File: src/rtl/framebuffer_pixel_format_converter_macros.svh
// Assertion macros shared by the pixel format converter RTL.
// Expects clk and rst_n in the scope of every use.
`ifndef FRAMEBUFFER_PIXEL_FORMAT_CONVERTER_MACROS_SVH
`define FRAMEBUFFER_PIXEL_FORMAT_CONVERTER_MACROS_SVH

// Same-cycle implication, disabled during reset.
`define FBPFC_ASSERT_SAME(label, ante, cons, msg) \
    label: assert property (@(posedge clk) disable iff (!rst_n) (ante) |-> (cons)) \
        else $error(msg);

// Next-cycle implication, disabled during reset.
`define FBPFC_ASSERT_NEXT(label, ante, cons, msg) \
    label: assert property (@(posedge clk) disable iff (!rst_n) (ante) |=> (cons)) \
        else $error(msg);

`endif

File: src/rtl/fbpfc_pkg.sv
// Types and constants of the framebuffer pixel format converter.
// No dependencies.
`default_nettype none

package fbpfc_pkg;

    localparam int COL_W       = 13;
    localparam int CFG_INDEX_W = 3;
    localparam int CFG_DATA_W  = 16;
    localparam int QUEUE_DEPTH = 4;

    typedef enum logic [2:0] {
        MODE_I1         = 3'd0,
        MODE_I2         = 3'd1,
        MODE_I4         = 3'd2,
        MODE_I8         = 3'd3,
        MODE_RGB16      = 3'd4,
        MODE_RGB16_SWAP = 3'd5,
        MODE_RGB24      = 3'd6,
        MODE_RGB32      = 3'd7
    } mode_t;

    typedef enum logic [CFG_INDEX_W-1:0] {
        REG_SOURCE_MODE = 3'd0,
        REG_ROW_WIDTH   = 3'd1,
        REG_RED_MASK    = 3'd2,
        REG_GREEN_MASK  = 3'd3,
        REG_BLUE_MASK   = 3'd4,
        REG_RED_SHIFT   = 3'd5,
        REG_GREEN_SHIFT = 3'd6,
        REG_BLUE_SHIFT  = 3'd7
    } cfg_idx_t;

    typedef enum logic [1:0] {
        KIND_PALETTE = 2'd0,
        KIND_INDEXED = 2'd1,
        KIND_DIRECT  = 2'd2
    } kind_t;

    localparam logic ACTION_PALETTE = 1'b0;

    typedef struct packed {
        mode_t              source_mode;
        logic [COL_W-1:0]   row_width;
        logic [15:0]        red_mask;
        logic [15:0]        green_mask;
        logic [15:0]        blue_mask;
        logic [4:0]         red_shift;
        logic [4:0]         green_shift;
        logic [4:0]         blue_shift;
    } cfg_t;

    localparam cfg_t CFG_RESET = '{
        source_mode: MODE_I8,
        row_width:   13'd4096,
        red_mask:    16'hf800,
        green_mask:  16'h07e0,
        blue_mask:   16'h001f,
        red_shift:   5'd16,
        green_shift: 5'd8,
        blue_shift:  5'd0
    };

    // idx holds the palette index of a write or the packed byte of an indexed item
    typedef struct packed {
        kind_t       kind;
        logic [7:0]  idx;
        logic [23:0] color;
    } entry_t;

endpackage

`default_nettype wire

File: src/rtl/fbpfc_if.sv
// Request channel interfaces of the pixel format converter.
// No dependencies.
`default_nettype none

interface fbpfc_in_if;
    logic        valid;
    logic        ready;
    logic        action;
    logic [7:0]  palette_index;
    logic [23:0] palette_color;
    logic [31:0] source_data;

    modport source (output valid, action, palette_index, palette_color, source_data,
                    input ready);
    modport sink (input valid, action, palette_index, palette_color, source_data,
                  output ready);
endinterface


`default_nettype wire

File: src/rtl/fbpfc_front.sv
// Front end: accepts requests, classifies them and converts direct-colour pixels.
// Depends on fbpfc_pkg and fbpfc_in_if.
`default_nettype none

module fbpfc_front (
    input  fbpfc_pkg::cfg_t   cfg,
    fbpfc_in_if.sink          words,
    output logic              push_valid,
    output fbpfc_pkg::entry_t push_entry,
    input  logic              push_ready
);

    import fbpfc_pkg::*;

    localparam logic [15:0] MASK_R565 = 16'hf800;
    localparam logic [15:0] MASK_R555 = 16'h7c00;
    localparam logic [15:0] MASK_G565 = 16'h07e0;
    localparam logic [15:0] MASK_G555 = 16'h03e0;
    localparam logic [15:0] MASK_B5   = 16'h001f;

    localparam logic [4:0] ORDER_RGB = 5'd0;
    localparam logic [4:0] ORDER_RBG = 5'd1;
    localparam logic [4:0] ORDER_GBR = 5'd2;
    localparam logic [4:0] ORDER_GRB = 5'd3;
    localparam logic [4:0] ORDER_BGR = 5'd4;
    localparam logic [4:0] ORDER_BRG = 5'd5;

    function automatic logic [7:0] expand16(input logic [15:0] mask, input logic [15:0] v);
        logic [7:0] c;
        case (mask)
            MASK_R565: c = {v[15:11], v[15:13]};
            MASK_R555: c = {v[14:10], v[14:12]};
            MASK_G565: c = {v[10:5], v[10:9]};
            MASK_G555: c = {v[9:5], v[9:7]};
            MASK_B5:   c = {v[4:0], v[4:2]};
            default:   c = v[7:0];
        endcase
        return c;
    endfunction

    logic [15:0] pix16;
    logic [7:0]  byte0;
    logic [7:0]  byte1;
    logic [7:0]  byte2;
    logic [31:0] red32;
    logic [31:0] green32;
    logic [31:0] blue32;
    logic [23:0] direct_color;

    assign byte0   = words.source_data[7:0];
    assign byte1   = words.source_data[15:8];
    assign byte2   = words.source_data[23:16];
    assign pix16   = (cfg.source_mode == MODE_RGB16_SWAP) ? {byte0, byte1} : {byte1, byte0};
    assign red32   = words.source_data >> cfg.red_shift;
    assign green32 = words.source_data >> cfg.green_shift;
    assign blue32  = words.source_data >> cfg.blue_shift;

    always_comb
    begin
        case (cfg.source_mode)
            MODE_RGB16, MODE_RGB16_SWAP:
            begin
                direct_color = {expand16(cfg.red_mask, pix16), expand16(cfg.green_mask, pix16),
                                expand16(cfg.blue_mask, pix16)};
            end
            MODE_RGB24:
            begin
                case (cfg.red_shift)
                    ORDER_RGB: direct_color = {byte0, byte1, byte2};
                    ORDER_RBG: direct_color = {byte0, byte2, byte1};
                    ORDER_GBR: direct_color = {byte1, byte2, byte0};
                    ORDER_GRB: direct_color = {byte1, byte0, byte2};
                    ORDER_BGR: direct_color = {byte2, byte1, byte0};
                    ORDER_BRG: direct_color = {byte2, byte0, byte1};
                    default:   direct_color = {byte0, byte1, byte2};
                endcase
            end
            default:
            begin
                direct_color = {red32[7:0], green32[7:0], blue32[7:0]};
            end
        endcase
    end

    always_comb
    begin
        push_entry.idx = byte0;
        if (words.action == ACTION_PALETTE)
        begin
            push_entry.kind  = KIND_PALETTE;
            push_entry.idx   = words.palette_index;
            push_entry.color = words.palette_color;
        end
        else if (cfg.source_mode inside {MODE_I1, MODE_I2, MODE_I4, MODE_I8})
        begin
            push_entry.kind  = KIND_INDEXED;
            push_entry.color = direct_color;
        end
        else
        begin
            push_entry.kind  = KIND_DIRECT;
            push_entry.color = direct_color;
        end
    end

    assign push_valid  = words.valid;
    assign words.ready = push_ready;

endmodule

`default_nettype wire

File: src/flat_wrapper.sv
// flat-port wrapper written by rule: the top's interface ports become plain ports
module fbpfc_front_flat import fbpfc_pkg::*;
  (cfg, push_valid, push_entry, push_ready, words_valid, words_action, words_palette_index, words_palette_color, words_source_data, words_ready);
  fbpfc_in_if words_i ();
  input  fbpfc_pkg::cfg_t cfg;
  output logic push_valid;
  output fbpfc_pkg::entry_t push_entry;
  input  logic push_ready;
  input wire logic [$bits(words_i.valid)-1:0] words_valid;
  input wire logic [$bits(words_i.action)-1:0] words_action;
  input wire logic [$bits(words_i.palette_index)-1:0] words_palette_index;
  input wire logic [$bits(words_i.palette_color)-1:0] words_palette_color;
  input wire logic [$bits(words_i.source_data)-1:0] words_source_data;
  output wire logic [$bits(words_i.ready)-1:0] words_ready;
  assign words_i.valid = words_valid;
  assign words_i.action = words_action;
  assign words_i.palette_index = words_palette_index;
  assign words_i.palette_color = words_palette_color;
  assign words_i.source_data = words_source_data;
  assign words_ready = words_i.ready;
  fbpfc_front u_core (.cfg(cfg), .words(words_i), .push_valid(push_valid), .push_entry(push_entry), .push_ready(push_ready));
endmodule
File: config.mk
export PLATFORM = sky130hd
export DESIGN_NAME = fbpfc_front_flat
export DESIGN_NICKNAME = d
export VERILOG_FILES = /design/src/rtl/framebuffer_pixel_format_converter_macros.svh /design/src/rtl/fbpfc_pkg.sv /design/src/rtl/fbpfc_if.sv /design/src/rtl/fbpfc_front.sv /design/src/flat_wrapper.sv
export SDC_FILE = /design/constraint.sdc
export NUM_CORES = 1
export LEC_CHECK = 0
export ABC_CLOCK_PERIOD_IN_PS = 4000
export BUFFER_PORTS_ARGS = -buffer_cell sky130_fd_sc_hd__buf_2
export CAP_MARGIN = 20
export CORE_MARGIN = 10
export CORE_UTILIZATION = 57
export DETAILED_ROUTE_END_ITERATION = 7
export PLACE_DENSITY = 0.87
export SYNTH_ARGS = -nofsm -noshare
export SYNTH_HDL_FRONTEND = slang
export SYNTH_SLANG_ARGS = --single-unit
File: constraint.sdc
create_clock -name vclk -period 4
set_clock_uncertainty 0.15 [all_clocks]
set_input_delay 0.6 -clock vclk [all_inputs]
set_output_delay 0.6 -clock vclk [all_outputs]
set_load 0.05 [all_outputs]
==> results of run 1 <==
area by class of cell:
cell class | count | area, um^2 | area share
inverters | 11 | 41.3 | 0.00519
repair buffers | 211 | 1170 | 0.147
well taps | 168 | 210 | 0.0264
multi-input cells | 791 | 6530 | 0.821
metal layers:
layer | track usage | vias to the layer above | share of wire
met3 | 0.0972 | 237 | 0.16
met4 | 0.172 | 0 | 0.065
met1 | 0.386 | 4150 | 0.33
li1 | - | 3900 | -
met5 | 0 | - | 0
met2 | 0.508 | 957 | 0.44
final timing paths:
kind | startpoint | end | depth (start not counted)
setup / recovery | cfg[16] | push_entry[0] | 9
hold / removal | push_ready | words_ready | 0
per-stage QoR:
step / worst slack, ns / hold slack, ns
after detailed placement: 0.126 / 1.05
after global routing: 0.0663 / 1.05
after CTS: 0.125 / 1.05
after floorplan: 0.184 / 1.22
after global placement: 0.147 / 1.05
final: 0.161 / 1.05
what timing repair did:
action	CTS	global route
hold buffers	0	0
gates resized for setup	0	1
endpoints found under the setup margin	0	1
placed cells by master (no fill, tap or decap), types with 7 or more instances in the layout:
| cell | netlist | final |
|---|---|---|
| buf_4 | 5 | 46 |
| a22oi_1 | 9 | 9 |
| o21ai_0 | 63 | 63 |
| nor2_1 | 61 | 61 |
| buf_2 | 26 | 165 |
| inv_1 | 8 | 8 |
| a32oi_1 | 7 | 7 |
| a22o_1 | 7 | 7 |
| mux2_2 | 41 | 41 |
| o31ai_1 | 9 | 9 |
| a31oi_1 | 21 | 21 |
| a211o_1 | 7 | 7 |
| o21a_1 | 9 | 9 |
| or3_1 | 7 | 7 |
| a222oi_1 | 9 | 9 |
| mux4_2 | 65 | 65 |
| nand4_1 | 9 | 9 |
| nand2_1 | 57 | 57 |
| o211ai_1 | 12 | 12 |
| and2_1 | 7 | 7 |
| o22ai_1 | 10 | 10 |
| nor2b_1 | 21 | 21 |
| or4_1 | 7 | 7 |
| and3_1 | 10 | 10 |
| nand2b_1 | 13 | 13 |
| o221ai_1 | 10 | 10 |
| nand3_1 | 35 | 35 |
| nor4_1 | 8 | 8 |
| a21oi_1 | 42 | 42 |
| nor3_1 | 29 | 29 |
| mux2i_1 | 74 | 74 |
| a211oi_1 | 14 | 14 |
kinds of logic after synthesis:
logic type / after synthesis / synth area share
mux: 182 / 0.379
buf+inv: 133 / 0.0851
compound gates: 296 / 0.293
xor+xnor: 4 / 0.00491
simple gates: 309 / 0.238
power by group:
| group | internal [mW] | total [mW] | switching, mW |
|---|---|---|---|
| Sequential | 0 | 0 | 0 |
| Combinational | 0.415 | 1.10 | 0.684 |
| Clock | 0 | 0 | 0 |
==> flow_summary.json, run 1 <==
{
  "dr.pass1.iters": 8,
  "overflow": 0,
  "total_power_mw": 1.10,
  "remaining_drc_errors": 11,
  "synth.top_cells.by_area": "mux4_2 21%, mux2i_1 10%, mux2_2 6.5%",
  "antenna_left": 0,
  "start_util": 0.589,
  "critPathRequiredTime_ns": 3.25,
  "ys_seq_area_frac": 0,
  "ir_drop_v": 0.000118,
  "synth.distinct_cells": 91,
  "fillers": 1085,
  "report.final.hold_viol_count": 0,
  "place_congestion": 1.03,
  "crit_family": "simple AND/OR/NAND/NOR gates",
  "yosysTopAreaCellShare": 0.205,
  "period_minus_slack_ns": 3.84,
  "worstPathCellList": "buf_2, or4_4, nor4_4, nand2_1, o32a_1, a311oi_2, buf_4, o32a_1, buf_2",
  "rsz0062_at_grt": "no",
  "dr_total_vias": 9244,
  "numPortBuffers": 165,
  "tightest_slew_ns": 0.775,
  "p_leak_nw": 3.03,
  "place_area_mm2": 0.00795,
  "grt_pass1_vias": 9036,
  "dp.cells": 1181,
  "slew_headroom": 0.483,
  "worst_setup_path_start_kind": "input port",
  "die_w_um": 132,
  "yosys_warnings": 0,
  "antenna_found_initial": 0,
  "drt_iter0_markers": 1981,
  "critPathKind": "input port to output port",
  "seq_cells": 0,
  "timing.fmax_mhz": 260,
  "final_core_util": 0.657,
  "status": "finished with violations",
  "grt_pass1_wl_um": 47200,
  "clkbuf_count": 0,
  "syn-num-nets": 1070,
  "drv_slew": 0,
  "fin_area_mm2": 0.00795,
  "viasPerCell": 7.83,
  "stdcell_count": 1181,
  "grt_max_degree": 36,
  "avgSynthCellArea_um2": 7.72,
  "worst_setup_path_end_kind": "output port",
  "synth_area_mm2": 0.00713,
  "yosysTopAreaCell": "mux4_2",
  "crit_fanout": 6,
  "powerDensity_mw_per_mm2": 138,
  "syn_to_final_growth_pct": 11.5,
  "wire_per_inst_um": 25.7,
  "violations": "design-rule violations",
  "setup_viol": 0,
  "diodes": 0,
  "fin_setup_tns_ns": 0,
  "finalCritPeriodShare": 0.960,
  "path_buf_inv": 3,
  "critPathArrivalTime_ns": 3.09,
  "critPathMaxStageDelay_ns": 0.55,
  "grt_use_total": 0.322,
  "num-nets-final": 1161,
  "coreArea_mm2": 0.0121,
  "die-area_mm2": 0.0174,
  "synth_common_cells": "77 x clkbuf_1, 74 x mux2i_1, 65 x mux4_2, 63 x o21ai_0, 61 x nor2_1",
  "routed_wl_um": 30400,
  "die_h_um": 132,
  "cap_violations": 0,
  "regArea_um2": 0,
  "num_rows": 40,
  "num_io_pins": 182,
  "critPathSlowestCell": "or4_4",
  "place_hpwl_um": 21700,
  "synth_cells": 924,
  "hold_class": "input port to output port",
  "cts_setup_buffers": 0,
  "yosysMostFrequentCell": "clkbuf_1",
  "drive_gt1_frac": 0.335
}
Note: power is estimated with default switching activity, not from simulation.
==> inputs of run 2 (changes only) <==
Settings changed: ABC_AREA set to 0, GPL_TIMING_DRIVEN set to 0.
==> run 2 against run 1 <==
Compared with the run above:
- the run still ends with design-rule violations left
- core utilization is 1.5 points higher
- critical path depth is the same
- global-route usage is 5.6 points higher
- power increased by 6.1%
- combinational power increased by 6%
- highest routed layer unchanged
==> flow_summary.json, run 2 (same netlist as run 1, synthesis figures left out) <==
{
  "status": "finished with violations",
  "violations": "design-rule violations",
  "p_leak_nw": 3.05,
  "total_power_mw": 1.17,
  "crit_top_cell": "buf_2",
  "fin_area_mm2": 0.00814,
  "start_util": 0.589,
  "fin_hold_ws_ns": 1.35,
  "path_buf_inv": 4,
  "dr.pass1.iters": 8,
  "remaining_drc_errors": 6,
  "num_io_pins": 182,
  "die_w_um": 132,
  "grt_use_total": 0.378,
  "drt_iter0_markers": 2144,
  "finalCritPeriodShare": 0.991,
  "diodes": 0,
  "clkbuf_count": 0,
  "hold_class": "input port to output port",
  "cap_violations": 0,
  "drive_gt1_frac": 0.307,
  "multi_input_area_mm2": 0.00655,
  "place_congestion": 1.05,
  "antenna_found_initial": 0,
  "critPathMaxStageDelay_ns": 0.72,
  "slew_headroom": 0.434,
  "worst_setup_path_start_kind": "input port",
  "worst_setup_path_end_kind": "output port",
  "stdcell_count": 1243,
  "grt_pass1_wl_um": 54000,
  "critPathArrivalTime_ns": 3.21,
  "timing.fmax_mhz": 252,
  "dp.cells": 1244,
  "critPathRequiredTime_ns": 3.25,
  "die_h_um": 132,
  "mostFrequentLayoutCell": "buf_2",
  "period_minus_slack_ns": 3.96,
  "numPortBuffers": 152,
  "die-area_mm2": 0.0174,
  "hold_buffers": 0,
  "regArea_um2": 0,
  "overflow": 0,
  "grt_max_degree": 11,
  "critPathKind": "input port to output port",
  "seq_cells": 0,
  "fillers": 1121,
  "coreArea_mm2": 0.0121,
  "grt_pass1_vias": 9173,
  "viasPerCell": 7.86,
  "num-nets-final": 1223,
  "layout_common_cells": "177 x buf_2, 73 x mux2i_1, 68 x clkbuf_1, 65 x mux4_2, 63 x o21ai_0",
  "final_core_util": 0.672,
  "critPathSlowestCell": "mux2i_1",
  "crit_fanout": 10,
  "dr_total_vias": 9765,
  "drv_slew": 0,
  "ir_drop_v": 0.000116,
  "syn_to_final_growth_pct": 14.1,
  "tightest_slew_ns": 0.850,
  "worstPathCellList": "buf_2, and3b_1, buf_6, buf_2, mux2i_1, o211ai_1, o21a_1, o32a_1, buf_2",
  "routed_wl_um": 35900,
  "place_area_mm2": 0.00810,
  "setup_viol": 0,
  "report.final.hold_viol_count": 0,
  "crit_family": "compound AO/OA/AOI/OAI gates",
  "rsz0062_at_grt": "no",
  "powerDensity_mw_per_mm2": 143,
  "num_rows": 40,
  "place_hpwl_um": 27400,
  "antenna_left": 0,
  "wire_per_inst_um": 28.9
}
[run 2: worst paths after layout]
check                       start            end  cells after the start
worst min-delay path  words_valid     push_valid                      2
worst max-delay path      cfg[78]  push_entry[3]                      9
[run 2: layout make-up]
cell class         count  share of cell area
multi-input cells    791               0.805
repair buffers       152              0.0935
plain buffers        121              0.0706
well taps            168              0.0258
inverters             11             0.00507
[run 2: timing repair]
item                       4_1_cts  5_1_grt
buffers inserted                 0        0
resized for setup                3       19
setup endpoints to repair        4       13
pin swaps                        0        0
hold endpoints to repair         0        0
[run 2: layer usage]
layer | up-vias | GRT usage | part of all wire
met1 | 4413 | 0.456 | 0.33
met3 | 264 | 0.147 | 0.17
met5 | - | 0 | 0
li1 | 4023 | - | -
met4 | 0 | 0.197 | 0.074
met2 | 1065 | 0.571 | 0.42
[run 2: power breakdown]
group | internal, mW | switching (mW) | total, mW | leakage, nW
Clock | 0 | 0 | 0 | 0
Combinational | 0.418 | 0.748 | 1.17 | 3.05
Sequential | 0 | 0 | 0 | 0
Total | 0.418 | 0.748 | 1.17 | 3.05
[run 2: through the flow]
stage | setup slack [ns] | setup TNS [ns]
2_1_floorplan | 0.184 | 0
3_3_place_gp | -0.0798 | -0.144
3_5_place_dp | -0.0659 | -0.116
4_1_cts | 0.0120 | 0
5_1_grt | 0.00853 | 0
6_report | 0.0367 | 0
