## src/rtl/framebuffer_pixel_format_converter_macros.svh

```systemverilog
// Assertion macros shared by the pixel format converter RTL.
// Expects clk and rst_n in the scope of every use.
`ifndef FRAMEBUFFER_PIXEL_FORMAT_CONVERTER_MACROS_SVH
`define FRAMEBUFFER_PIXEL_FORMAT_CONVERTER_MACROS_SVH

// Same-cycle implication, disabled during reset.
`define FBPFC_ASSERT_SAME(label, ante, cons, msg) \
    label: assert property (@(posedge clk) disable iff (!rst_n) (ante) |-> (cons)) \
        else $error(msg);

// Next-cycle implication, disabled during reset.
`define FBPFC_ASSERT_NEXT(label, ante, cons, msg) \
    label: assert property (@(posedge clk) disable iff (!rst_n) (ante) |=> (cons)) \
        else $error(msg);

`endif

```

## src/rtl/fbpfc_pkg.sv

```systemverilog
// Types and constants of the framebuffer pixel format converter.
// No dependencies.
`default_nettype none

package fbpfc_pkg;

    localparam int COL_W       = 13;
    localparam int CFG_INDEX_W = 3;
    localparam int CFG_DATA_W  = 16;
    localparam int QUEUE_DEPTH = 4;

    typedef enum logic [2:0] {
        MODE_I1         = 3'd0,
        MODE_I2         = 3'd1,
        MODE_I4         = 3'd2,
        MODE_I8         = 3'd3,
        MODE_RGB16      = 3'd4,
        MODE_RGB16_SWAP = 3'd5,
        MODE_RGB24      = 3'd6,
        MODE_RGB32      = 3'd7
    } mode_t;

    typedef enum logic [CFG_INDEX_W-1:0] {
        REG_SOURCE_MODE = 3'd0,
        REG_ROW_WIDTH   = 3'd1,
        REG_RED_MASK    = 3'd2,
        REG_GREEN_MASK  = 3'd3,
        REG_BLUE_MASK   = 3'd4,
        REG_RED_SHIFT   = 3'd5,
        REG_GREEN_SHIFT = 3'd6,
        REG_BLUE_SHIFT  = 3'd7
    } cfg_idx_t;

    typedef enum logic [1:0] {
        KIND_PALETTE = 2'd0,
        KIND_INDEXED = 2'd1,
        KIND_DIRECT  = 2'd2
    } kind_t;

    localparam logic ACTION_PALETTE = 1'b0;

    typedef struct packed {
        mode_t              source_mode;
        logic [COL_W-1:0]   row_width;
        logic [15:0]        red_mask;
        logic [15:0]        green_mask;
        logic [15:0]        blue_mask;
        logic [4:0]         red_shift;
        logic [4:0]         green_shift;
        logic [4:0]         blue_shift;
    } cfg_t;

    localparam cfg_t CFG_RESET = '{
        source_mode: MODE_I8,
        row_width:   13'd4096,
        red_mask:    16'hf800,
        green_mask:  16'h07e0,
        blue_mask:   16'h001f,
        red_shift:   5'd16,
        green_shift: 5'd8,
        blue_shift:  5'd0
    };

    // idx holds the palette index of a write or the packed byte of an indexed item
    typedef struct packed {
        kind_t       kind;
        logic [7:0]  idx;
        logic [23:0] color;
    } entry_t;

endpackage

`default_nettype wire

```

## src/rtl/fbpfc_queue.sv

```systemverilog
// Short request queue between the front and back ends.
// Depends on fbpfc_pkg.
`default_nettype none

module fbpfc_queue (
    input  logic              clk,
    input  logic              rst_n,
    input  logic              push_valid,
    input  fbpfc_pkg::entry_t push_entry,
    output logic              push_ready,
    output logic              head_valid,
    output fbpfc_pkg::entry_t head,
    input  logic              pop
);

    import fbpfc_pkg::*;

    localparam int PTR_W = $clog2(QUEUE_DEPTH);

    entry_t           slot_reg [QUEUE_DEPTH];
    logic [PTR_W-1:0] wr_ptr_reg;
    logic [PTR_W-1:0] wr_ptr_next;
    logic [PTR_W-1:0] rd_ptr_reg;
    logic [PTR_W-1:0] rd_ptr_next;
    logic [PTR_W:0]   count_reg;
    logic [PTR_W:0]   count_next;
    logic             do_push;
    logic             do_pop;

    assign push_ready = (count_reg != (PTR_W + 1)'(QUEUE_DEPTH));
    assign head_valid = (count_reg != '0);
    assign head       = slot_reg[rd_ptr_reg];
    assign do_push    = push_valid && push_ready;
    assign do_pop     = pop && head_valid;

    always_comb
    begin
        wr_ptr_next = do_push ? wr_ptr_reg + 1'b1 : wr_ptr_reg;
        rd_ptr_next = do_pop ? rd_ptr_reg + 1'b1 : rd_ptr_reg;
        count_next  = count_reg;
        if (do_push && !do_pop)
        begin
            count_next = count_reg + 1'b1;
        end
        else if (do_pop && !do_push)
        begin
            count_next = count_reg - 1'b1;
        end
    end

    always_ff @(posedge clk or negedge rst_n)
    begin
        if (!rst_n)
        begin
            wr_ptr_reg <= '0;
            rd_ptr_reg <= '0;
            count_reg  <= '0;
        end
        else
        begin
            wr_ptr_reg <= wr_ptr_next;
            rd_ptr_reg <= rd_ptr_next;
            count_reg  <= count_next;
        end
    end

    always_ff @(posedge clk)
    begin
        if (do_push)
        begin
            slot_reg[wr_ptr_reg] <= push_entry;
        end
    end

endmodule

`default_nettype wire

```

## config.mk

```make
export PLATFORM = sky130hd
export DESIGN_NAME = fbpfc_queue
export DESIGN_NICKNAME = d
export VERILOG_FILES = /design/src/rtl/framebuffer_pixel_format_converter_macros.svh /design/src/rtl/fbpfc_pkg.sv /design/src/rtl/fbpfc_queue.sv
export SDC_FILE = /design/constraint.sdc
export NUM_CORES = 1
export LEC_CHECK = 0
export ABC_AREA = 1
export BUFFER_PORTS_ARGS = -buffer_cell sky130_fd_sc_hd__buf_2
export CORE_AREA = 2 2 105 107
export CTS_CLUSTER_SIZE = 10
export DETAILED_ROUTE_END_ITERATION = 6
export DIE_AREA = 0 0 107 109
export PLACE_DENSITY = 0.85
export SLEW_MARGIN = 20
export SYNTH_ARGS = -nofsm -noshare
export SYNTH_HDL_FRONTEND = slang
export SYNTH_SLANG_ARGS = --single-unit
export TNS_END_PERCENT = 100
```

## constraint.sdc

```tcl
create_clock -name clk -period 3.9 [get_ports clk]
set_input_delay 0.39 -clock clk [delete_from_list [all_inputs] [get_ports clk]]
set_output_delay 0.39 -clock clk [all_outputs]
set_load 0.02 [all_outputs]
```

==> out/summary.md, run 1 <==
## Global routing
* maximum number of pins on one net before global-route repair: 138
* Congestion Overflow GR: 0
* Overall Global Routing Usage: 20.05%
* global-route met3 utilization: 6.455%
* global-route layer with the greatest usage: met2
* met2 usage in global routing: 33.35%
* initial antenna violation count: 1
* first-pass GRT wire length: 17380 µm
* vias in the first global route: 3681
* met1 Use GR: 24.59%

## Floorplanning
* area enclosed by the die boundary: 11660 µm²
* core footprint: 10600 µm²
* num ports: 74
* Cell Rows: 38
* initial core utilization: 55.81%
* floorplan die width: 107 µm
* die boundary height: 109 µm

## Pwr
* combinational power share: 35.3%
* Clk pwr share: 26.2%
* Int Pwr: 3.496 mW
* Static Leakage: 2.845 nW
* net switching fraction of the power: 36.90%
* Seq pwr share: 38.5%
* total power density per cell area: 805.9 nW/µm²
* power dissipated by switching net loads: 2.044 mW
* maximum ir drop on the vdd rail: 542.9 µV

## Run status
* outcome: finished clean

## CTS
* clk buf depth: 2
* number of clock sinks: 143
* cts hold-fix bufs: 1
* clock tree from TritonCTS: done
* number of buffers added for setup after CTS: 0
* clock transition time at the flip-flop clock pins of the worst setup and hold paths: 0.06 ns
* H-tree depth: 4
* CTS resizes: 0
* clock root buffer master: sky130_fd_sc_hd__clkbuf_8
* latest clock arrival within the worst-skew pair: 0.52 ns
* number of buffers added by the clock tree synthesis step: 17

## Drt
* Antenna Violating Nets Remaining: 0
* detailed-route vias per instance: 5.272
* iteration-0 DRC count of the detailed router: 241
* vias after detailed routing: 3606
* number of iterations in the first detailed-routing pass: 4
* Routed wire per std cell: 16.43 µm
* total DRC errors in the routed layout: 0
* routed wire length: 11240 µm

## Final layout
* highest-count cells in the layout ignoring fill and taps: sky130_fd_sc_hd__edfxtp_1, sky130_fd_sc_hd__nand2_1, sky130_fd_sc_hd__inv_1
* area added between synthesis and finish: 16.18%
* final design utilization: 64.83%
* max reg flops: 136
* count of inserted antenna diode cells: 0
* fill count: 759
* proportion of layout cells with a drive suffix above 1: 20.22%
* final net count: 575
* most common cell after layout, fill and taps aside: sky130_fd_sc_hd__edfxtp_1

## Synthesis
* Post-Synthesis Cell Area: 5917 µm²
* Mapped Avg Cell Area: 12.98 µm²
* library cell occupying the most area in the post-synthesis netlist: sky130_fd_sc_hd__edfxtp_1
* sequential fraction of the synthesis area: 71.98%
* largest cells by area after synthesis: sky130_fd_sc_hd__edfxtp_1, sky130_fd_sc_hd__o211ai_1, sky130_fd_sc_hd__nand2_1
* number of standard cells after synthesis: 456
* count of synthesis-stage warnings from yosys: 0
* net count after synthesis: 500
* synthesized flop and latch total: 143
* distinct cell type count of the synthesized netlist: 17
* Yosys top cell area share: 69.02%

## Timing
* final hold slack: 0.08667 ns
* maximum clock frequency: 0.3771 GHz
* Final Cycle Share: 68.00%
* Final Hold Violating Endpoints: 0
* number of pins with negative max-slew slack in the final report: 0
* setup repair after global routing missed its margin: false
* minimum clock period after layout: 2.652 ns
* Setup Skew: 0.008829 ns
* slew at the pin closest to its max-slew limit: 1.056 ns
* Finish-stage setup viols: 0
* Setup TNS: 0 ns
* headroom to the max-slew limit: 29.44%

## Worst setup path
* type of the setup path with the least slack: flip-flop to primary output
* critical path required time: 3.51 ns
* kind of end point of the critical path: primary output
* crit-path max FO: 137
* type of origin of the critical path: flip-flop
* Arr. time, crit path: 2.26 ns

## Placement
* post-DP HPWL: 6385 µm
* RD Place Congestion: 0.7416
* count of buffers inserted at the top-level ports: 73

## Hold path
* type of the tightest min-delay check: input port to flip-flop

## Job
* maxcap violations: 0

-- path summary, 6_finish.rpt --
kind                            depth (start not counted)      startpoint  slack (ns)               to
min in group asynchronous                               2           rst_n        0.25     count_reg[0]
worst max register to register                          4    count_reg[0]        1.68  slot_reg[2][28]
worst min register to register                          2    count_reg[2]        0.53     count_reg[2]
max in group asynchronous                               2           rst_n        3.48    wr_ptr_reg[1]
worst max-delay path                                    5   rd_ptr_reg[0]        1.25         head[19]
worst min-delay path                                    1  push_entry[14]        0.09  slot_reg[2][14]
-- cells in the mapped netlist --
cell type / instances
sky130_fd_sc_hd__edfxtp_1: 136
sky130_fd_sc_hd__nand2_1: 119
sky130_fd_sc_hd__inv_1: 82
sky130_fd_sc_hd__o211ai_1: 68
sky130_fd_sc_hd__buf_6: 10
sky130_fd_sc_hd__dfrtp_1: 7
sky130_fd_sc_hd__nand3_1: 7
sky130_fd_sc_hd__clkbuf_8: 6
sky130_fd_sc_hd__ha_1: 5
sky130_fd_sc_hd__nor2_1: 4
sky130_fd_sc_hd__buf_2: 3
sky130_fd_sc_hd__buf_4: 3
sky130_fd_sc_hd__inv_2: 2
sky130_fd_sc_hd__fa_1: 1
sky130_fd_sc_hd__nand4_1: 1
sky130_fd_sc_hd__o21ai_0: 1
sky130_fd_sc_hd__xnor2_1: 1
-- kinds of logic after synthesis --
family | synth area share [%]
AO/OA/AOI/OAI | 8.712
XOR/XNOR | 0.1480
AND/OR/NAND/NOR | 8.501
flip-flops | 71.98
adder cells (fa/ha/maj) | 1.396
buffers and inverters | 9.262
-- stage by stage --
step	setup WS [ns]	area (µm²)	total power, mW	instances
after detailed placement	1.587	6265	4.080	648
after global placement	1.684	6265	3.986	648
after global routing	1.093	6874	5.845	684
after CTS	1.039	6809	5.535	681
final	1.248	6874	5.540	684
after floorplan	1.108	5917	3.637	456
-- critical path: stages (launching register included) --
cell and delay, ns:
sky130_fd_sc_hd__dfrtp_1 0.43, sky130_fd_sc_hd__inv_6 0.64, sky130_fd_sc_hd__nand2_1 0.15, sky130_fd_sc_hd__o211ai_1 0.15
sky130_fd_sc_hd__nand2_1 0.12, sky130_fd_sc_hd__buf_2 0.17
-- layer usage --
metal / part of all wire, % / wire (µm)
met1: 41 / 4639
met2: 51 / 5722
met3: 6.5 / 729
met4: 1.2 / 135
met5: 0.098 / 11
-- layout make-up --
cell class	instances	area [µm²]	area share [%]
Sequential cell	143	4259	61.96
Multi-Input combinational cell	207	1140	16.58
Clock buffer	24	470.5	6.844
Timing Repair Buffer	78	445.4	6.480
Inverter	84	320.3	4.660
Tap cell	140	175.2	2.548
Clock inverter	8	63.81	0.9283
-- power groups by stage --
stage	Sequential (mW)	Combinational (mW)	Clock, mW
after CTS	2.13	1.94	1.47
after global routing	2.16	2.16	1.53
after global placement	2.14	1.85	0
after floorplan	2.14	1.50	0
final	2.13	1.95	1.45
after detailed placement	2.16	1.92	0
Power figures use the tool's default switching activity.
==> inputs of run 2 (changes only) <==
Clock period 3.9 ns to 2.65 ns, I/O delays scaled along.
==> out/summary.md, run 2 (synthesis results as in run 1) <==
## Worst setup path
* kind of end point of the critical path: primary output, unchanged
* cell repeated most along the worst path: sky130_fd_sc_hd__nand2_1, unchanged
* reg-to-reg critical path startpoint: count_reg[0], unchanged
* crit-path max FO: 52, was 137
* sequence of cells on the critical path: inv_4 > buf_4 > nand2_1 > o211ai_1 > nand2_1 > buf_2, was inv_6 > nand2_1 > o211ai_1 > nand2_1 > buf_2
* launching instance or port of the critical path: rd_ptr_reg[0], unchanged
* Stages on worst setup path: 6, was 5
* delay-heaviest family, CP: buffers and inverters, unchanged
* sum of buffers and inverters on the critical path: 3, was 2
* path depth of the worst reg2reg path: 11, was 4
* timing endpoint of the critical path: head[25], was head[19]
* critical path required time: 2.38 ns, was 3.51 ns
* cell with the biggest individual delay on the critical path: sky130_fd_sc_hd__dfrtp_1, was sky130_fd_sc_hd__inv_6
* reg2reg end: count_reg[2], was slot_reg[2][28]
* setup slack of the worst register-to-register path: 0.49 ns, was 1.68 ns
* Arr. time, crit path: 2.22 ns, was 2.26 ns
* type of the setup path with the least slack: flip-flop to primary output, unchanged
* stage delay of the slowest cell on the critical path: 0.42 ns, was 0.64 ns
* type of origin of the critical path: flip-flop, unchanged

## Drt
* number of iterations in the first detailed-routing pass: 5, was 4
* iteration-0 DRC count of the detailed router: 358, was 241
* Routed wire per std cell: 16.62 µm, was 16.43 µm
* total DRC errors in the routed layout: 0, unchanged
* routed wire length: 12100 µm, was 11240 µm
* Antenna Violating Nets Remaining: 0, unchanged
* detailed-route vias per instance: 5.212, was 5.272
* vias after detailed routing: 3794, was 3606

## Final layout
* max reg flops: 136, unchanged
* highest-count cells in the layout ignoring fill and taps: sky130_fd_sc_hd__edfxtp_1, sky130_fd_sc_hd__nand2_1, sky130_fd_sc_hd__inv_1, unchanged
* fill count: 673, was 759
* area added between synthesis and finish: 24.15%, was 16.18%
* final design utilization: 69.28%, was 64.83%
* count of inserted antenna diode cells: 0, unchanged
* proportion of layout cells with a drive suffix above 1: 20.75%, was 20.22%
* final net count: 619, was 575
* multi-input gate area in the final layout: 1140 µm², unchanged
* post-layout instance count excluding filler cells: 728, was 684
* most common cell after layout, fill and taps aside: sky130_fd_sc_hd__edfxtp_1, unchanged
* sequential cell area in the final layout: 4259 µm², unchanged

## Timing
* slew at the pin closest to its max-slew limit: 0.7145 ns, was 1.056 ns
* Setup Skew: 0.007169 ns, was 0.008829 ns
* minimum clock period after layout: 2.490 ns
* Setup TNS: 0 ns, unchanged
* headroom to the max-slew limit: 52.30%, was 29.44%
* number of pins with negative max-slew slack in the final report: 0, unchanged
* Finish-stage setup viols: 0, unchanged
* Final Cycle Share: 93.96%
* Final Hold Violating Endpoints: 0, unchanged
* maximum clock frequency: 0.4016 GHz
* setup repair after global routing missed its margin: false, unchanged

## Floorplanning
* initial core utilization: 55.81%, unchanged
* core footprint: 10600 µm², unchanged
* die boundary height: 109 µm, unchanged
* Cell Rows: 38, unchanged
* num ports: 74, unchanged
* floorplan die width: 107 µm, unchanged
* area enclosed by the die boundary: 11660 µm², unchanged

## CTS
* clock root buffer master: sky130_fd_sc_hd__clkbuf_8, unchanged
* CTS resizes: 0, unchanged
* clock tree from TritonCTS: done, unchanged
* number of buffers added by the clock tree synthesis step: 17, unchanged
* H-tree depth: 4, unchanged
* number of clock sinks: 143, unchanged
* latest clock arrival within the worst-skew pair: 0.54 ns, was 0.52 ns
* clk buf depth: 2, unchanged
* clock transition time at the flip-flop clock pins of the worst setup and hold paths: 0.06 ns, about the same

## Global routing
* Congestion Overflow GR: 0, unchanged
* first-pass GRT wire length: 18970 µm, was 17380 µm
* met1 Use GR: 25.36%, was 24.59%
* met2 usage in global routing: 39.85%, was 33.35%
* Overall Global Routing Usage: 22.46%, was 20.05%
* global-route met3 utilization: 6.575%, was 6.455%
* global-route layer with the greatest usage: met2, unchanged
* maximum number of pins on one net before global-route repair: 53, was 138
* initial antenna violation count: 0, was 1
* vias in the first global route: 3869, was 3681

## Pwr
* Total Power: 8.543 mW, was 5.540 mW
* Static Leakage: 3.045 nW, was 2.845 nW
* maximum ir drop on the vdd rail: 739.9 µV, was 542.9 µV
* total power density per cell area: 1163 nW/µm², was 805.9 nW/µm²

## Placement
* instance count after placement with tap cells included: 659, was 648
* count of buffers inserted at the top-level ports: 73, unchanged
* post-DP HPWL: 7195 µm, was 6385 µm
* RD Place Congestion: 0.8220, was 0.7416

## Run status
* outcome: finished clean, unchanged

## Job
* maxcap violations: 0, unchanged

## Hold path
* type of the tightest min-delay check: input port to asynchronous set/reset pin, was input port to flip-flop

-- run 2: cell count changes in the layout (fill, tap and decap cells not counted), moves of 5 or more --
cell / previous run / this run
sky130_fd_sc_hd__dlygate4sd3_1: 1 / 37
sky130_fd_sc_hd__clkinv_4: 0 / 5
sky130_fd_sc_hd__clkinv_2: 6 / 0
sky130_fd_sc_hd__buf_4: 1 / 10
-- run 2: worst register-to-register path, cell delays in order (launching register included) --
cell	delay [ns]
sky130_fd_sc_hd__dfrtp_1	0.42
sky130_fd_sc_hd__inv_1	0.08
sky130_fd_sc_hd__nand3_1	0.15
sky130_fd_sc_hd__nand2_1	0.30
sky130_fd_sc_hd__inv_1	0.14
sky130_fd_sc_hd__ha_1	0.18
sky130_fd_sc_hd__inv_1	0.07
sky130_fd_sc_hd__fa_1	0.39
sky130_fd_sc_hd__inv_1	0.08
sky130_fd_sc_hd__nand2_1	0.08
sky130_fd_sc_hd__nand4_1	0.11
sky130_fd_sc_hd__nand2_1	0.06
-- run 2: timing repair --
action                                 CTS  global route
endpoints found under the hold margin  146             0
setup buffers                            0             0
hold buffers                            37             0
-- run 2: area by class of cell --
| cell class | count | share of cell area, % |
|---|---|---|
| well taps | 140 | 2.385 |
| repair buffers | 122 | 11.58 |
| multi-input cells | 207 | 15.52 |
| flip-flops and latches | 143 | 57.98 |
| clock inverters | 14 | 2.521 |
| clock buffers | 18 | 5.689 |
| inverters | 84 | 4.326 |
-- run 2: worst min-delay path by stage --
stage | cells after the start | slack, ns | startpoint | endpoint
global placement | 1 | 0.10 | rst_n | wr_ptr_reg[0]
CTS | 2 | 0.08 | rst_n | count_reg[2]
detailed placement | 1 | 0.11 | rst_n | wr_ptr_reg[1]
finish | 2 | 0.1 | rst_n | count_reg[2]
floorplan | 0 | -0.03 | rst_n | count_reg[0]
global route | 2 | 0.09 | rst_n | count_reg[0]
-- run 2: power breakdown --
| part | switching (mW) | internal (mW) | total (mW) |
|---|---|---|---|
| sequential | 0.152 | 2.98 | 3.13 |
| combinational | 2.08 | 0.932 | 3.01 |
| clock | 0.946 | 1.45 | 2.40 |
-- run 2: stage by stage --
| stage | hold WS [ns] | instance area (µm²) | setup WS (ns) |
|---|---|---|---|
| 3_5_place_dp | 0.1125 | 6372 | 0.5184 |
| 5_1_grt | 0.09049 | 7346 | 0.004524 |
| 2_1_floorplan | -0.03059 | 5917 | -0.1424 |
| 4_1_cts | 0.07589 | 7346 | 0.1348 |
| 6_report | 0.09643 | 7346 | 0.1601 |
| 3_3_place_gp | 0.1013 | 6372 | 0.6384 |
-- run 2: routing by layer --
metal / part of all wire [%] / up-vias
met1: 40 / 1835
li1: - / 1812
met5: 0 / -
met3: 5.2 / 19
met4: 2.0 / 0
met2: 52 / 128
==> inputs of run 3 (changes only) <==
Settings changed: ABC_AREA 1 to default, CORE_AREA 2 2 105 107 to 2 2 101 103, DIE_AREA 0 0 107 109 to 0 0 103 105, PLACE_DENSITY 0.85 to 0.84.
==> out/summary.md, run 3 <==
## Pwr
* net switching fraction of the power: 30.14%, was 37.19%
* Seq pwr share: 41.8%, was 36.7%
* maximum ir drop on the vdd rail: 836.6 µV, was 739.9 µV
* Total Power: 7.780 mW, was 8.543 mW
* Clk pwr share: 28.8%, was 28.1%
* Static Leakage: 2.438 nW, was 3.045 nW
* power dissipated by switching net loads: 2.345 mW, was 3.177 mW
* total power density per cell area: 1139 nW/µm², was 1163 nW/µm²
* Int Pwr: 5.435 mW, was 5.366 mW
* combinational power share: 29.4%, was 35.2%

## Timing
* Final Hold Violating Endpoints: 0, unchanged
* minimum clock period after layout: 2.367 ns, was 2.490 ns
* number of pins with negative max-slew slack in the final report: 0, unchanged
* Finish-stage setup viols: 0, unchanged
* maximum clock frequency: 0.4225 GHz, was 0.4016 GHz
* setup repair after global routing missed its margin: false, unchanged
* final hold slack: 0.03036 ns, was 0.09643 ns
* Setup Skew: 0.01109 ns, was 0.007169 ns
* Setup TNS: 0 ns, unchanged
* Final Cycle Share: 89.32%, was 93.96%
* headroom to the max-slew limit: 40.39%, was 52.30%
* slew at the pin closest to its max-slew limit: 0.8942 ns, was 0.7145 ns

## Synthesis
* net count after synthesis: 257, was 500
* Post-Synthesis Cell Area: 5370 µm², was 5917 µm²
* most frequent cell after synthesis: sky130_fd_sc_hd__edfxtp_1, unchanged
* sequential fraction of the synthesis area: 79.31%, was 71.98%
* share of flip-flops with an asynchronous set or reset after synthesis: 4.895%, unchanged
* EDFF count, synth: 136, unchanged
* Yosys top cell area share: 76.05%, was 69.02%
* number of standard cells after synthesis: 213, was 456
* largest cells by area after synthesis: sky130_fd_sc_hd__edfxtp_1, sky130_fd_sc_hd__mux4_2, sky130_fd_sc_hd__dfrtp_1, was sky130_fd_sc_hd__edfxtp_1, sky130_fd_sc_hd__o211ai_1, sky130_fd_sc_hd__nand2_1
* library cell occupying the most area in the post-synthesis netlist: sky130_fd_sc_hd__edfxtp_1, unchanged
* most common library cells after synthesis: sky130_fd_sc_hd__edfxtp_1, sky130_fd_sc_hd__mux4_2, sky130_fd_sc_hd__dfrtp_1, was sky130_fd_sc_hd__edfxtp_1, sky130_fd_sc_hd__nand2_1, sky130_fd_sc_hd__inv_1
* count of synthesis-stage warnings from yosys: 0, unchanged
* distinct cell type count of the synthesized netlist: 19, was 17
* dominant synthesized flop cell: sky130_fd_sc_hd__edfxtp_1, unchanged
* Mapped Avg Cell Area: 25.21 µm², was 12.98 µm²
* synthesized flop and latch total: 143, unchanged

## Worst setup path
* type of the setup path with the least slack: flip-flop to primary output, unchanged
* critical path required time: 2.38 ns, about the same
* kind of end point of the critical path: primary output, unchanged
* path depth of the worst reg2reg path: 8, was 11
* reg-to-reg critical path startpoint: count_reg[0], unchanged
* launching instance or port of the critical path: rd_ptr_reg[1], was rd_ptr_reg[0]
* crit-path max FO: 35, was 52
* Arr. time, crit path: 2.10 ns, was 2.22 ns
* type of origin of the critical path: flip-flop, unchanged

## Final layout
* count of inserted antenna diode cells: 0, unchanged
* proportion of layout cells with a drive suffix above 1: 41.48%, was 20.75%
* area added between synthesis and finish: 27.19%, was 24.15%
* most common cell after layout, fill and taps aside: sky130_fd_sc_hd__edfxtp_1, unchanged
* post-layout instance count excluding filler cells: 485, was 728
* highest-count cells in the layout ignoring fill and taps: sky130_fd_sc_hd__edfxtp_1, sky130_fd_sc_hd__buf_2, sky130_fd_sc_hd__dlygate4sd3_1, was sky130_fd_sc_hd__edfxtp_1, sky130_fd_sc_hd__nand2_1, sky130_fd_sc_hd__inv_1
* max reg flops: 136, unchanged
* final net count: 384, was 619

## Floorplanning
* floorplan die width: 103 µm, was 107 µm
* initial core utilization: 55.71%, was 55.81%
* die boundary height: 105 µm, was 109 µm
* Cell Rows: 36, was 38
* num ports: 74, unchanged
* core footprint: 9639 µm², was 10600 µm²
* area enclosed by the die boundary: 10820 µm², was 11660 µm²

## CTS
* clock root buffer master: sky130_fd_sc_hd__clkbuf_8, unchanged
* H-tree depth: 4, unchanged
* clock transition time at the flip-flop clock pins of the worst setup and hold paths: 0.06 ns, about the same
* number of buffers added for setup after CTS: 0, unchanged
* latest clock arrival within the worst-skew pair: 0.52 ns, was 0.54 ns
* number of clock sinks: 143, unchanged
* clk buf depth: 2, unchanged
* clock tree from TritonCTS: done, unchanged
* number of buffers added by the clock tree synthesis step: 17, unchanged

## Drt
* routed wire length: 9065 µm, was 12100 µm
* vias after detailed routing: 2563, was 3794
* total DRC errors in the routed layout: 0, unchanged
* number of iterations in the first detailed-routing pass: 4, was 5
* iteration-0 DRC count of the detailed router: 150, was 358
* Antenna Violating Nets Remaining: 0, unchanged
* Routed wire per std cell: 18.69 µm, was 16.62 µm
* detailed-route vias per instance: 5.285, was 5.212

## Placement
* post-DP HPWL: 5378 µm, was 7195 µm
* instance count after placement with tap cells included: 419, was 659
* count of buffers inserted at the top-level ports: 73, unchanged
* RD Place Congestion: 0.7047, was 0.8220

## Global routing
* first-pass GRT wire length: 13940 µm, was 18970 µm
* Congestion Overflow GR: 0, unchanged
* initial antenna violation count: 0, unchanged
* vias in the first global route: 2641, was 3869
* maximum number of pins on one net before global-route repair: 36, was 53
* Overall Global Routing Usage: 18.09%, was 22.46%

## Run status
* outcome: finished clean, unchanged

## Job
* maxcap violations: 0, unchanged

## Hold path
* hold path cells: 3
* type of the tightest min-delay check: input port to flip-flop, was input port to asynchronous set/reset pin
* worst hold path startpoint: pop

run 3: cell types whose count changed in the layout (fill, tap and decap cells not counted), moves of 6 or more:
| cell | previous run | this run |
|---|---|---|
| sky130_fd_sc_hd__mux4_1 | 0 | 6 |
| sky130_fd_sc_hd__mux4_2 | 0 | 28 |
| sky130_fd_sc_hd__o211ai_1 | 68 | 0 |
| sky130_fd_sc_hd__nand3_1 | 7 | 1 |
| sky130_fd_sc_hd__inv_1 | 82 | 3 |
| sky130_fd_sc_hd__nand2_1 | 119 | 2 |
run 3: power groups by stage:
stage | clock network (mW) | registers, mW | logic (mW)
after global routing | 2.36 | 3.29 | 2.45
after detailed placement | 0 | 3.29 | 2.29
after global placement | 0 | 3.26 | 2.25
after CTS | 2.27 | 3.26 | 2.34
after floorplan | 0 | 3.14 | 1.77
final | 2.24 | 3.25 | 2.29
run 3: kinds of logic (layout without fill, tap and decap cells):
family / after synthesis / in the layout / synth area share [%]
XOR/XNOR: 6 / 6 / 0.9786
AND/OR/NAND/NOR: 10 / 10 / 0.9553
AO/OA/AOI/OAI: 1 / 1 / 0.2097
flip-flops: 143 / 143 / 79.31
adder cells (fa/ha/maj): 6 / 6 / 1.538
multiplexers: 36 / 36 / 15.10
buffers and inverters: 11 / 150 / 1.911
run 3: cell type report:
cell class | count | area (µm²)
clock buffer | 17 | 414.1
clock inverter | 14 | 150.1
fill | 626 | 2809
inverter | 3 | 11.26
multi-input combinational | 59 | 1013
sequential | 143 | 4262
tap | 133 | 166.4
timing repair buffer | 116 | 813.3
run 3: metal layers:
metal  vias up  track usage, %  share of wire, %
li1       1148               -                 -
met2        81           29.31                51
met1      1318           22.94                42
met3        16           4.816               4.7
met5         -               0                 0
met4         0           7.895               1.9
run 3: worst paths after layout:
kind,slack [ns],endpoint
max,0.28,head[15]
min,0.03,rd_ptr_reg[1]
max reg2reg,0.54,count_reg[2]
min reg2reg,0.54,count_reg[2]
max in group asynchronous,2.37,rd_ptr_reg[0]
min in group asynchronous,0.10,count_reg[0]
run 3: repair_timing:
action / CTS / global route
hold buffers: 35 / 0
hold endpoints to repair: 143 / 0
resized for setup: 0 / 0
run 3: metrics by stage:
step | utilization (%) | cell area (µm²) | worst slack (ns)
after floorplan | - | 5370 | 0.5434
after global placement | 61.37 | 5916 | 0.6333
after detailed placement | 61.37 | 5916 | 0.5250
after CTS | 70.86 | 6830 | 0.2273
after global routing | 70.86 | 6830 | 0.1709
final | 70.86 | 6830 | 0.2831
run 3: worst max-delay path, cell delays in order, from the launching register on:
cell and delay (ns):
sky130_fd_sc_hd__dfrtp_2 0.95, sky130_fd_sc_hd__mux4_2 0.44, sky130_fd_sc_hd__buf_2 0.18
